`src/sv/gsce_pkg.sv`:
```
`timescale 1ns / 1ps

package gsce_pkg;

  localparam logic FUNC_WRITE = 1'b0;
  localparam logic FUNC_EVAL  = 1'b1;

  localparam int unsigned CFG_ADDR_W = 2;
  localparam int unsigned CFG_DATA_W = 9;

  localparam logic [CFG_ADDR_W-1:0] REG_STOP_COUNT = 2'd0;
  localparam logic [CFG_ADDR_W-1:0] REG_OPACITY    = 2'd1;

  localparam logic [16:0] FRAC_ONE    = 17'h10000;
  localparam logic [8:0]  OPACITY_MAX = 9'd256;

  typedef struct packed {
    logic        func;
    logic [2:0]  stop_index;
    logic [15:0] stop_position;
    logic [7:0]  stop_red;
    logic [7:0]  stop_green;
    logic [7:0]  stop_blue;
    logic [7:0]  stop_alpha;
    logic [15:0] sample_position;
  } in_word_t;

  typedef struct packed {
    logic [7:0] red;
    logic [7:0] green;
    logic [7:0] blue;
    logic [7:0] alpha;
    logic [2:0] segment;
  } out_word_t;

  typedef struct packed {
    logic [15:0] pos;
    logic [7:0]  red;
    logic [7:0]  green;
    logic [7:0]  blue;
    logic [7:0]  alpha;
  } stop_entry_t;

  localparam int unsigned ENTRY_W = $bits(stop_entry_t);

  typedef enum logic [3:0] {
    ST_IDLE,
    ST_SCAN_RD,
    ST_SCAN_CMP,
    ST_LOAD_A,
    ST_LOAD_B,
    ST_FRAC,
    ST_DIV,
    ST_LERP,
    ST_SCALE,
    ST_DONE
  } state_e;

endpackage

```
`src/sv/gsce_ram.sv`:
```
`timescale 1ns / 1ps

module gsce_ram #(
  parameter int unsigned WIDTH = 48,
  parameter int unsigned DEPTH = 8
) (
  input  logic                     clk_i,
  input  logic                     we_i,
  input  logic [$clog2(DEPTH)-1:0] waddr_i,
  input  logic [WIDTH-1:0]         wdata_i,
  input  logic [$clog2(DEPTH)-1:0] raddr_i,
  output logic [WIDTH-1:0]         rdata_o
);

  logic [WIDTH-1:0] mem_q [DEPTH];

  always_ff @(posedge clk_i) begin
    if (we_i) begin
      mem_q[waddr_i] <= wdata_i;
    end
    rdata_o <= mem_q[raddr_i];
  end

endmodule

```
`src/sv/gradient_stop_color_eval.sv`:
```
`timescale 1ns / 1ps

// Color ramp evaluator. A word with func = 0 writes one stop (Q0.16 position and RGBA) into
// the stop table in the cycle it is taken and gives no result; a word with func = 1 samples
// the ramp at a Q0.16 position and gives one result word. An evaluation steps through the
// segment search, the loads of the two bounding stops, the fraction, the division (skipped
// when the fraction is 0 or 1), the blends and the scale; its result waits in the done step
// until the previous result is taken. The segment search reads the stop table (separate
// write and read ports) one entry at a time, with a read and a compare step for each entry,
// the local fraction comes from a 16-step restoring divider, and one shared multiply-add
// unit does the four channel blends and the opacity scale one after another. No new word is
// taken while an evaluation is in progress; stop writes are taken back to back.

module gradient_stop_color_eval
  import gsce_pkg::*;
#(
  parameter int unsigned MAX_STOPS = 8
) (
  input  logic                  clk_i,
  input  logic                  rst_ni,
  input  logic                  cfg_we_i,
  input  logic [CFG_ADDR_W-1:0] cfg_addr_i,
  input  logic [CFG_DATA_W-1:0] cfg_wdata_i,
  input  logic                  in_valid_i,
  output logic                  in_stall_o,
  input  in_word_t              in_data_i,
  output logic                  out_valid_o,
  input  logic                  out_stall_i,
  output out_word_t             out_data_o
);

  localparam int unsigned IDX_W = $clog2(MAX_STOPS);
  localparam int unsigned CNT_W = $clog2(MAX_STOPS + 1) > 4 ? $clog2(MAX_STOPS + 1) : 4;
  localparam int unsigned SEG_W = IDX_W > 3 ? IDX_W : 3;

  state_e             state_q, state_d;
  logic [3:0]         stop_count_q;
  logic [8:0]         opacity_q;
  logic [15:0]        sample_q;
  logic [IDX_W-1:0]   last_seg_q;
  logic [IDX_W-1:0]   idx_q;
  logic [IDX_W-1:0]   seg_q;
  stop_entry_t        ent_a_q;
  stop_entry_t        ent_b_q;
  logic [16:0]        rem_q;
  logic [15:0]        den_q;
  logic [15:0]        quo_q;
  logic [3:0]         div_cnt_q;
  logic [16:0]        frac_q;
  logic [1:0]         ch_q;
  logic [7:0]         col_q [4];
  logic               out_valid_q;
  out_word_t          out_q;

  logic               in_accept;
  logic               ram_we;
  logic [IDX_W-1:0]   ram_waddr;
  logic [IDX_W-1:0]   ram_raddr;
  logic [ENTRY_W-1:0] ram_rdata;
  stop_entry_t        rd_ent;
  logic               out_load;

  logic [CNT_W-1:0]   cnt_ext;
  logic [CNT_W-1:0]   cnt_eff;
  logic [IDX_W-1:0]   last_seg;
  logic [8:0]         op_eff;

  logic signed [16:0] num_s;
  logic signed [16:0] den_s;
  logic [15:0]        num_abs;
  logic [15:0]        den_abs;

  logic [16:0]        div_r2;
  logic               div_ge;

  logic [7:0]         c0_arr [4];
  logic [7:0]         c1_arr [4];
  logic signed [8:0]  mul_a;
  logic signed [17:0] mul_b;
  logic signed [26:0] mul_add;
  logic signed [26:0] mac;
  logic [SEG_W-1:0]   seg_w;

  assign in_stall_o = (state_q != ST_IDLE);
  assign in_accept  = in_valid_i && !in_stall_o;
  assign ram_we     = in_accept && (in_data_i.func == FUNC_WRITE) &&
                      ({6'd0, in_data_i.stop_index} < 9'(MAX_STOPS));
  assign ram_waddr  = IDX_W'(in_data_i.stop_index);
  assign rd_ent     = stop_entry_t'(ram_rdata);
  assign out_load   = (state_q == ST_DONE) && (!out_valid_q || !out_stall_i);

  gsce_ram #(
    .WIDTH (ENTRY_W),
    .DEPTH (MAX_STOPS)
  ) u_table (
    .clk_i   (clk_i),
    .we_i    (ram_we),
    .waddr_i (ram_waddr),
    .wdata_i ({in_data_i.stop_position, in_data_i.stop_red, in_data_i.stop_green,
               in_data_i.stop_blue, in_data_i.stop_alpha}),
    .raddr_i (ram_raddr),
    .rdata_o (ram_rdata)
  );

  always_comb begin
    cnt_ext = CNT_W'(stop_count_q);
    if (cnt_ext < CNT_W'(2)) begin
      cnt_eff = CNT_W'(2);
    end else if (cnt_ext > CNT_W'(MAX_STOPS)) begin
      cnt_eff = CNT_W'(MAX_STOPS);
    end else begin
      cnt_eff = cnt_ext;
    end
    last_seg = IDX_W'(cnt_eff - CNT_W'(2));
    op_eff   = (opacity_q > OPACITY_MAX) ? OPACITY_MAX : opacity_q;
  end

  always_comb begin
    num_s   = $signed({1'b0, sample_q}) - $signed({1'b0, ent_a_q.pos});
    den_s   = $signed({1'b0, rd_ent.pos}) - $signed({1'b0, ent_a_q.pos});
    num_abs = num_s[16] ? 16'(-num_s) : num_s[15:0];
    den_abs = den_s[16] ? 16'(-den_s) : den_s[15:0];
    div_r2  = {rem_q[15:0], 1'b0};
    div_ge  = (div_r2 >= {1'b0, den_q});
  end

  always_comb begin
    c0_arr[0] = ent_a_q.red;
    c0_arr[1] = ent_a_q.green;
    c0_arr[2] = ent_a_q.blue;
    c0_arr[3] = ent_a_q.alpha;
    c1_arr[0] = ent_b_q.red;
    c1_arr[1] = ent_b_q.green;
    c1_arr[2] = ent_b_q.blue;
    c1_arr[3] = ent_b_q.alpha;
    if (state_q == ST_SCALE) begin
      mul_a   = $signed({1'b0, col_q[3]});
      mul_b   = $signed({9'd0, op_eff});
      mul_add = '0;
    end else begin
      mul_a   = $signed({1'b0, c1_arr[ch_q]}) - $signed({1'b0, c0_arr[ch_q]});
      mul_b   = $signed({1'b0, frac_q});
      mul_add = $signed({3'd0, c0_arr[ch_q], 16'd0});
    end
    mac = 27'(mul_a) * 27'(mul_b) + mul_add;
  end

  always_comb begin
    state_d   = state_q;
    ram_raddr = idx_q;
    case (state_q)
      ST_IDLE: begin
        if (in_accept && (in_data_i.func == FUNC_EVAL)) begin
          state_d = ST_SCAN_RD;
        end
      end
      ST_SCAN_RD: begin
        state_d = ST_SCAN_CMP;
      end
      ST_SCAN_CMP: begin
        state_d = (idx_q == last_seg_q) ? ST_LOAD_A : ST_SCAN_RD;
      end
      ST_LOAD_A: begin
        ram_raddr = seg_q;
        state_d   = ST_LOAD_B;
      end
      ST_LOAD_B: begin
        ram_raddr = seg_q + IDX_W'(1);
        state_d   = ST_FRAC;
      end
      ST_FRAC: begin
        if (den_s != '0 && num_s != '0 && (num_s[16] == den_s[16]) &&
            (num_abs < den_abs)) begin
          state_d = ST_DIV;
        end else begin
          state_d = ST_LERP;
        end
      end
      ST_DIV: begin
        if (div_cnt_q == 4'd15) begin
          state_d = ST_LERP;
        end
      end
      ST_LERP: begin
        if (ch_q == 2'd3) begin
          state_d = ST_SCALE;
        end
      end
      ST_SCALE: begin
        state_d = ST_DONE;
      end
      ST_DONE: begin
        if (out_load) begin
          state_d = ST_IDLE;
        end
      end
      default: begin
        state_d = ST_IDLE;
      end
    endcase
  end

  always_ff @(posedge clk_i or negedge rst_ni) begin
    if (!rst_ni) begin
      state_q <= ST_IDLE;
    end else begin
      state_q <= state_d;
    end
  end

  always_ff @(posedge clk_i or negedge rst_ni) begin
    if (!rst_ni) begin
      stop_count_q <= 4'd2;
      opacity_q    <= OPACITY_MAX;
      out_valid_q  <= 1'b0;
    end else begin
      if (cfg_we_i && cfg_addr_i == REG_STOP_COUNT) begin
        stop_count_q <= cfg_wdata_i[3:0];
      end
      if (cfg_we_i && cfg_addr_i == REG_OPACITY) begin
        opacity_q <= cfg_wdata_i;
      end
      if (out_load) begin
        out_valid_q <= 1'b1;
      end else if (!out_stall_i) begin
        out_valid_q <= 1'b0;
      end
    end
  end

  always_ff @(posedge clk_i) begin
    case (state_q)
      ST_IDLE: begin
        sample_q   <= in_data_i.sample_position;
        last_seg_q <= last_seg;
        idx_q      <= '0;
        seg_q      <= '0;
      end
      ST_SCAN_CMP: begin
        if (rd_ent.pos <= sample_q) begin
          seg_q <= idx_q;
        end
        idx_q <= idx_q + IDX_W'(1);
      end
      ST_FRAC: begin
        ent_b_q   <= rd_ent;
        rem_q     <= {1'b0, num_abs};
        den_q     <= den_abs;
        quo_q     <= '0;
        div_cnt_q <= '0;
        ch_q      <= '0;
        if (den_s == '0) begin
          frac_q <= num_s[16] ? 17'd0 : FRAC_ONE;
        end else if (num_s == '0 || num_s[16] != den_s[16]) begin
          frac_q <= '0;
        end else begin
          frac_q <= FRAC_ONE;
        end
      end
      ST_LOAD_B: begin
        ent_a_q <= rd_ent;
      end
      ST_DIV: begin
        rem_q     <= div_ge ? (div_r2 - {1'b0, den_q}) : div_r2;
        quo_q     <= {quo_q[14:0], div_ge};
        div_cnt_q <= div_cnt_q + 4'd1;
        if (div_cnt_q == 4'd15) begin
          frac_q <= {1'b0, quo_q[14:0], div_ge};
        end
      end
      ST_LERP: begin
        col_q[ch_q] <= mac[23:16];
        ch_q        <= ch_q + 2'd1;
      end
      ST_SCALE: begin
        col_q[3] <= mac[15:8];
      end
      ST_DONE: begin
        if (out_load) begin
          out_q.red     <= col_q[0];
          out_q.green   <= col_q[1];
          out_q.blue    <= col_q[2];
          out_q.alpha   <= col_q[3];
          out_q.segment <= seg_w[2:0];
        end
      end
      default: begin
      end
    endcase
  end

  assign seg_w       = SEG_W'(seg_q);
  assign out_valid_o = out_valid_q;
  assign out_data_o  = out_q;

`ifndef SYNTHESIS
  a_eval_starts_scan: assert property (@(posedge clk_i) disable iff (!rst_ni)
    in_accept && in_data_i.func == FUNC_EVAL |=> state_q == ST_SCAN_RD)
    else $error("evaluation did not start the segment search");

  a_write_stays_idle: assert property (@(posedge clk_i) disable iff (!rst_ni)
    in_accept && in_data_i.func == FUNC_WRITE |=> state_q == ST_IDLE)
    else $error("stop write left the idle state");

  a_seg_in_range: assert property (@(posedge clk_i) disable iff (!rst_ni)
    state_q == ST_LOAD_A |-> seg_q <= last_seg_q)
    else $error("chosen segment beyond last segment");

  a_frac_bounded: assert property (@(posedge clk_i) disable iff (!rst_ni)
    state_q == ST_LERP |-> frac_q <= FRAC_ONE)
    else $error("local fraction above one");

  a_result_only_from_done: assert property (@(posedge clk_i) disable iff (!rst_ni)
    $rose(out_valid_o) |-> $past(state_q) == ST_DONE)
    else $error("result raised outside the done step");
`endif

endmodule
```
`config.mk`:
```
export PLATFORM = sky130hd
export DESIGN_NAME = gradient_stop_color_eval
export DESIGN_NICKNAME = d
export VERILOG_FILES = /design/src/sv/gsce_pkg.sv /design/src/sv/gsce_ram.sv /design/src/sv/gradient_stop_color_eval.sv
export SDC_FILE = /design/constraint.sdc
export NUM_CORES = 1
export LEC_CHECK = 0
export ABC_AREA = 1
export BUFFER_PORTS_ARGS = -buffer_cell sky130_fd_sc_hd__buf_2
export CELL_PAD_IN_SITES_DETAIL_PLACEMENT = 0
export CELL_PAD_IN_SITES_GLOBAL_PLACEMENT = 1
export CORE_ASPECT_RATIO = 1.1
export CORE_MARGIN = 2
export CORE_UTILIZATION = 50
export DETAILED_ROUTE_END_ITERATION = 12
export PLACE_DENSITY_LB_ADDON = 0.1
export SYNTH_ARGS = -nofsm -noshare
export SYNTH_HDL_FRONTEND = slang
export SYNTH_SLANG_ARGS = --single-unit
export TNS_END_PERCENT = 50
```
`constraint.sdc`:
```
create_clock -name clk_i -period 10 [get_ports clk_i]
set_input_delay 1 -clock clk_i [delete_from_list [all_inputs] [get_ports clk_i]]
set_output_delay 1 -clock clk_i [all_outputs]
set_load 0.005 [all_outputs]
```
Word level (Yosys, flattened, before mapping)

Memories as Yosys holds them, arrays and structs flattened. A register that Yosys moved wholly into a read port is not among the register bits.
Index checks and enable logic that the tools add are counted.

Output and inout port bits: 37
Input bits: 84
Bits in writable memories: 416
Flip-flop bits (word level): 204
Memories kept: 2

Memory list:

| name          | depth | bits a word | read ports | clocked after Yosys merged registers in | wr ports | RTL line                       | RTL |
|---|---|---|---|---|---|---|---|
| u_table.mem_q | 8     | 48          | 1          | 1                                       | 1        | gsce_ram.sv:15                 | `logic [WIDTH-1:0] mem_q [DEPTH];` |
| col_q         | 4     | 8           | 4          | 3                                       | 1        | gradient_stop_color_eval.sv:51 | `logic [7:0] col_q [4];` |

Reductions and logical operators: 29
Order comparisons: 7
Bitwise logic cells: 2
Add/subtract/negate cells: 12
Muxes and demuxes: 46
Multipliers: 1
Equality and inequality tests: 21

Operator list:

| cell                                                 | number |
|---|---|
| two-way mux 17 bit                                   | 5 |
| two-way mux 16 bit                                   | 3 |
| two-way mux 8 bit                                    | 5 |
| one-hot mux 4 bit (10 select lines)                  | 1 |
| logical NOT 17 bit                                   | 2 |
| one-hot mux 17 bit (2 select lines)                  | 1 |
| nonzero test 17 bit                                  | 2 |
| subtractor 16 x 16 -> 17 bit                         | 2 |
| binary-select mux 8 bit (select 2 bit)               | 2 |
| negator 16 bit                                       | 2 |
| one-hot mux 16 bit (2 select lines)                  | 1 |
| one-hot mux 15 bit (2 select lines)                  | 1 |
| adder 24 bit                                         | 1 |
| multiplier 9 x 18 -> 24 bit                          | 1 |
| two-way mux 24 bit                                   | 1 |
| two-way mux 9 bit                                    | 2 |
| one-hot mux 3 bit (2 select lines)                   | 3 |
| >= comparator 17 x 16 -> 1 bit                       | 1 |
| equality test 4 x 3 -> 1 bit (second input constant) | 4 |
| less-or-equal comparator 16 bit                      | 1 |
| less-than comparator 16 bit                          | 1 |
| two-way mux 4 bit                                    | 4 |
| subtractor 16 bit                                    | 1 |
| equality test 4 bit (second input constant)          | 3 |
| 35 further kinds                                     | 68 |

Logic depth before layout (Yosys ltp)

Depth after elaboration: 9
Gate-level depth with buffers: 41

By module

Synthesis repeated with hierarchy kept, for this count alone.

Cells, all modules: 3916
Area total of the unflattened synthesis: 37033.0 um^2

By module, submodules not included:

| module                   | area an instance (um^2) | times used | cells each |
|---|---|---|---|
| gradient_stop_color_eval | 19362.3                 | 1          | 2191 |
| gsce_ram                 | 17670.7                 | 1          | 1725 |

Worst setup path before layout

OpenSTA, ideal clock, no wires.

Path type: register -> register
Start point: register ch_q[0]
End point: memory col_q[0][0], data pin
Required time: 9.734 ns
Path buffers: 3
Clock period less this slack: 7.005 ns
Arrival: 6.739 ns
Library setup time: 0.266 ns
Stages on the path, launching flop included: 36
Setup slack: 2.995 ns
Cell sequence: edfxtp_1 > buf_2 > inv_1 > clkbuf_1 > nand2_1 > a32o_1 > ha_1 > inv_1 > fa_1 > nand3_1 > nand2_1 > nand2_1 > nor2_1 > nand2_1 > nand3_1 > clkbuf_1 > inv_1 > nand2_1 > fa_1 > fa_1 > inv_1 > fa_1 > fa_1 > inv_1 > fa_1 > inv_1 > ha_1 > nand2_1 > inv_1 > a221oi_1 > o21ai_4 > a21o_1 > nand2_1 > nand3b_1 > nand3_1 > nand2_1

Word-level cells in the longest chain between the ends: 9

RTL lines:

| element                                                          | RTL line                                                         | RTL |
|---|---|---|
| start, declared                                                  | gradient_stop_color_eval.sv:50                                   | `logic [1:0] ch_q;` |
| start signal, assigned                                           | gradient_stop_color_eval.sv:273                                  | `ch_q <= ch_q + 2'd1;` |
| NOT 2 -> 3 bit (not written as such) (*)                         | gradient_stop_color_eval.sv:141, gradient_stop_color_eval.sv:143 |  |
| binary-select mux 8 bit (select 2 bit), on equally long branches | gradient_stop_color_eval.sv:141, gradient_stop_color_eval.sv:143 |  |
| two-way mux 8 bit, on equally long branches (2 in a row)         | gradient_stop_color_eval.sv:141, gradient_stop_color_eval.sv:143 |  |
| subtractor 8 x 8 -> 9 bit                                        | gradient_stop_color_eval.sv:141                                  | `mul_a = $signed({1'b0, c1_arr[ch_q]}) - $signed({1'b0, c0_arr[ch_q]});` |
| two-way mux 9 bit                                                | gradient_stop_color_eval.sv:136                                  | `if (state_q == ST_SCALE) begin` |
| multiplier 9 x 18 -> 24 bit                                      | gradient_stop_color_eval.sv:145                                  | `mac = 27'(mul_a) * 27'(mul_b) + mul_add;` |
| adder 24 bit (*)                                                 | gradient_stop_color_eval.sv:145                                  |  |
| two-way mux 8 bit (no line) (*)                                  | n/a                                                              |  |
| end, declared                                                    | gradient_stop_color_eval.sv:51                                   |  |

Mark *: on every way between the ends. The rest lies on a longest branch, timed or not. The select of a mux whose other input is x is not followed.

Worst setup path in the final report

Start point: register ch_q[1]
End point: memory col_q[3][6], data pin

The elaborated chain is that of the path after synthesis.

==> impl_results.md <==
- GPL Wtd Cong: roughly 0.87
- Die outline height: between 200 and 300 um
- Worst-case clock buffer depth: 3
- Max FO, Critical Path: 19
- Primary FF master, synth: edfxtp_1
- Compound-Gate Fraction of Synth Area: under 10%
- Mapped Area: 0.0352 sq mm
- Initial DRT Pass Iterations: 5
- Via Count: 23,454
- Final period util: just under 90%
- Crit path capture type: register
- Final setup vio count: 0
- Core Footprint: 0.0694 sq mm
- Placed inst area: 0.0367 sq mm
- Sequential share of the synthesized area: 57.5%
- Die ar.: just over 0.07 sq mm
- Standard-cell rows: around 100
- TritonCTS Buffers: 73
- Count of cell types in the netlist: 66
- Die Wd: 257 um
- I/O Pins: around 120
- Total wire length: between 80 and 90 mm
- Synth warn: 0
- Worst path bufs/invs: 7
- Ys async rst share: 2.60%
- Ratio of cells with drive above 1 in the final layout: 10.5%
- Cts hold-fix bufs: 0
- WS Path Type: register to register
- Layout area overhead: 11.5%
- First-pass GRT wire length: 128 mm
- Grt total ovfl: 0
- Post-CTS resize count: 0
- Post-layout instance area: 0.0392 sq mm
- Multiplexer area fraction after synthesis: 0.128%
- CP Data Required Time: around 10 ns
- Initial antenna violation count: 5
- DR WL met2: 39.0 mm
- Post-synthesis net count: roughly 3,600
- Routed Antenna Nets: 0
- CP Launch Type: register
- Fillers: 5,918
- Wl on met1: 36.6 mm
- DR vias/cell: 5.33
- Max Clk Rate: 0.115 GHz
- DR WL/cell: 18.5 um
- Setup Skew: 0.0241 ns
- First DRT Iteration DRCs: 1,556
- Post-CTS Setup Bufs: 0
- Final min period: 8.70 ns
- Count of nets after finishing: 3,751
- Outcome: finished clean
- Hpwl dp: 54.8 mm
- Max_cap viols: 0
- Setup TNS Final: 0 ns
- Relative max-transition margin: between 20 and 25%
- Slowest cell on the critical path: edfxtp_1
- Clock sinks: 692
- Main combinational cell family by area after synthesis: simple AND/OR/NAND/NOR gates
- Initial Utilization: 50.7%
- # DRC: 0
- Simple-gate share of the synthesized area: 14.3%
- CTS tree: yes
- Worst min-delay path category: input pin to async pin
- Fin. max-slew vios: 0
- Yosys reg bits: ~700
- Met3 routed WL: ~3.7 mm
- Clk Latency, worst-skew pair: 0.62 ns
- CTS root buf: clkbuf_16
- CTS H-tree depth: 3
- Final Hold Viols: 0
- Top sig layer: met5
- RSZ-0062 raised after global routing: false
- Post-Syn Instances: 3,294
- Vias in the first global route: 23,420
- Avg Cell Area, Syn: 10.7 sq um
- Area taken by multi-input logic gates: roughly 0.013 sq mm
- Reg area: approximately 0.02 sq mm
- Slew @ Worst Pin: between 1 and 1.5 ns
- Largest net degree at the start of global routing: 102
- Reg clk slew, reported paths: 0.07 ns
- IO Port Bufs: 120
- Data arrival, critical path: 9.02 ns
- CP delay by family, top: adder cells
- Gr usage total: approximately 23%
- CP max stage delay: 0.71 ns
- Area share of fa/ha/maj cells after synthesis: 11.5%
- Xor/xnor cell area share of the yosys netlist: between 1 and 1.5%
- Post-synth EDFFs: 626
## area by class of cell
type                    count  share of cell area (%)
diodes                      1                 0.00638
clock buffers             105                    5.49
clock inverters            30                   0.846
inverters                 426                    4.09
multi-input cells        2074                    33.0
flip-flops and latches    692                    51.6
well taps                 927                    2.96
repair buffers            146                    2.03
## state kept, by name (all words and copies together), names as in the netlist, 2 cells and up
| name | flops |
|---|---|
| c0_arr | 32 |
| c1_arr | 32 |
| ch_q | 2 |
| cnt_ext | 4 |
| col_q | 32 |
| den_q | 16 |
| div_cnt_q | 4 |
| ent_a_q | 16 |
| frac_q | 17 |
| idx_q | 3 |
| last_seg_q | 3 |
| opacity_q | 9 |
| out_data_o | 35 |
| quo_q | 15 |
| rem_q | 16 |
| sample_q | 16 |
| seg_q | 3 |
| state_q | 4 |
| u_table.mem_q | 384 |
| u_table.rdata_o | 48 |
## per-layer routing
metal  vias to the layer above  global-route usage (%)
met5                         -                       0
met4                         8                    7.48
met3                       126                    3.09
met2                       518                    37.8
met1                     11430                    30.7
li1                      11372                       -
## final timing paths
check | startpoint | to | slack [ns] | cells after the start
worst max-delay path | ch_q[1]$_SDFFCE_PN0P_ | col_q[3][6]$_DFFE_PP_ | 1.30 | 30
worst min-delay path | rst_ni | cnt_ext[0]$_DFFE_PN0P_ | 0.33 | 1
worst max register to register | ch_q[1]$_SDFFCE_PN0P_ | col_q[3][6]$_DFFE_PP_ | 1.30 | 30
worst min register to register | u_table.rdata_o[7]$_DFF_P_ | c1_arr[7]$_DFFE_PP_ | 0.42 | 0
max in group asynchronous | rst_ni | opacity_q[8]$_DFFE_PN1P_ | 9.33 | 1
min in group clk_i | u_table.rdata_o[7]$_DFF_P_ | c1_arr[7]$_DFFE_PP_ | 0.42 | 0
## synth_stat cells (all sizes together), types with 52 or more instances
library cell    n  area share, %
a21oi          84            1.2
a31oi          54           0.96
buf            64            1.0
edfxtp        626             53
fa            116            6.6
ha            138            4.9
inv           424            4.5
nand2         541            6.0
nand3         100            1.5
nor2          464            5.1
o21ai         291            4.2
o21bai         52            1.1
o22ai          57            1.0
## worst reg2reg max path: cells and delay by family (launching register included)
family                     cells  cell delay, ns
adders and majority gates      8            3.53
DFF                            1            0.71
AOI/OAI and AO/OA              6            1.61
and+or+nand+nor                9            1.26
buffers and inverters          7            1.29
## placed cells by master, fill, tap and decap left out, types with 4 or more instances in the layout
cell type  count
nor2_4         5
xor2_1        34
xnor2_1       15
o22ai_1       57
edfxtp_1     626
buf_4         26
o21ai_1       49
dfrtp_1       16
clkinv_1       6
a31oi_1       54
buf_2        120
nand3_1       93
inv_1        406
or2_2          5
fa_1         116
nand2_2       19
nor3_1        21
o21ai_0      237
clkinv_4       5
clkinv_2       6
inv_2         16
nor2_2         8
mux2_2         4
ha_1         138
dfxtp_1       48
xor2_2         4
nand3_2        7
nand2_1      519
a21o_1         4
clkbuf_16     77
clkbuf_8      12
a21oi_1       81
nor3_2        11
nand3b_1      17
nand4_1       25
nor2_1       450
clkbuf_1      16
o21bai_1      52
and2_1         5
## cell families after synthesis
| family | Yosys count |
|---|---|
| adder cells (fa/ha/maj) | 254 |
| flip-flops | 692 |
| XOR/XNOR | 55 |
| AND/OR/NAND/NOR | 1199 |
| buffers and inverters | 528 |
| AO/OA/AOI/OAI | 562 |
| multiplexers | 4 |
## through the flow
step / hold WS [ns] / util (%) / instances / worst slack [ns]
6_report: 0.327 / 56.5 / 4401 / 1.30
5_1_grt: 0.341 / 56.5 / 4400 / 0.645
4_1_cts: 0.310 / 56.5 / 4400 / 1.36
3_5_place_dp: 0.407 / 52.9 / 4265 / 1.41
3_3_place_gp: 0.409 / 52.9 / 4265 / 1.58
2_1_floorplan: 0.400 / - / 3294 / 3.00
Power is left out: the tool's default activity adds up to more than one toggle a clock period on the data nets, which glitch-free logic cannot reach.
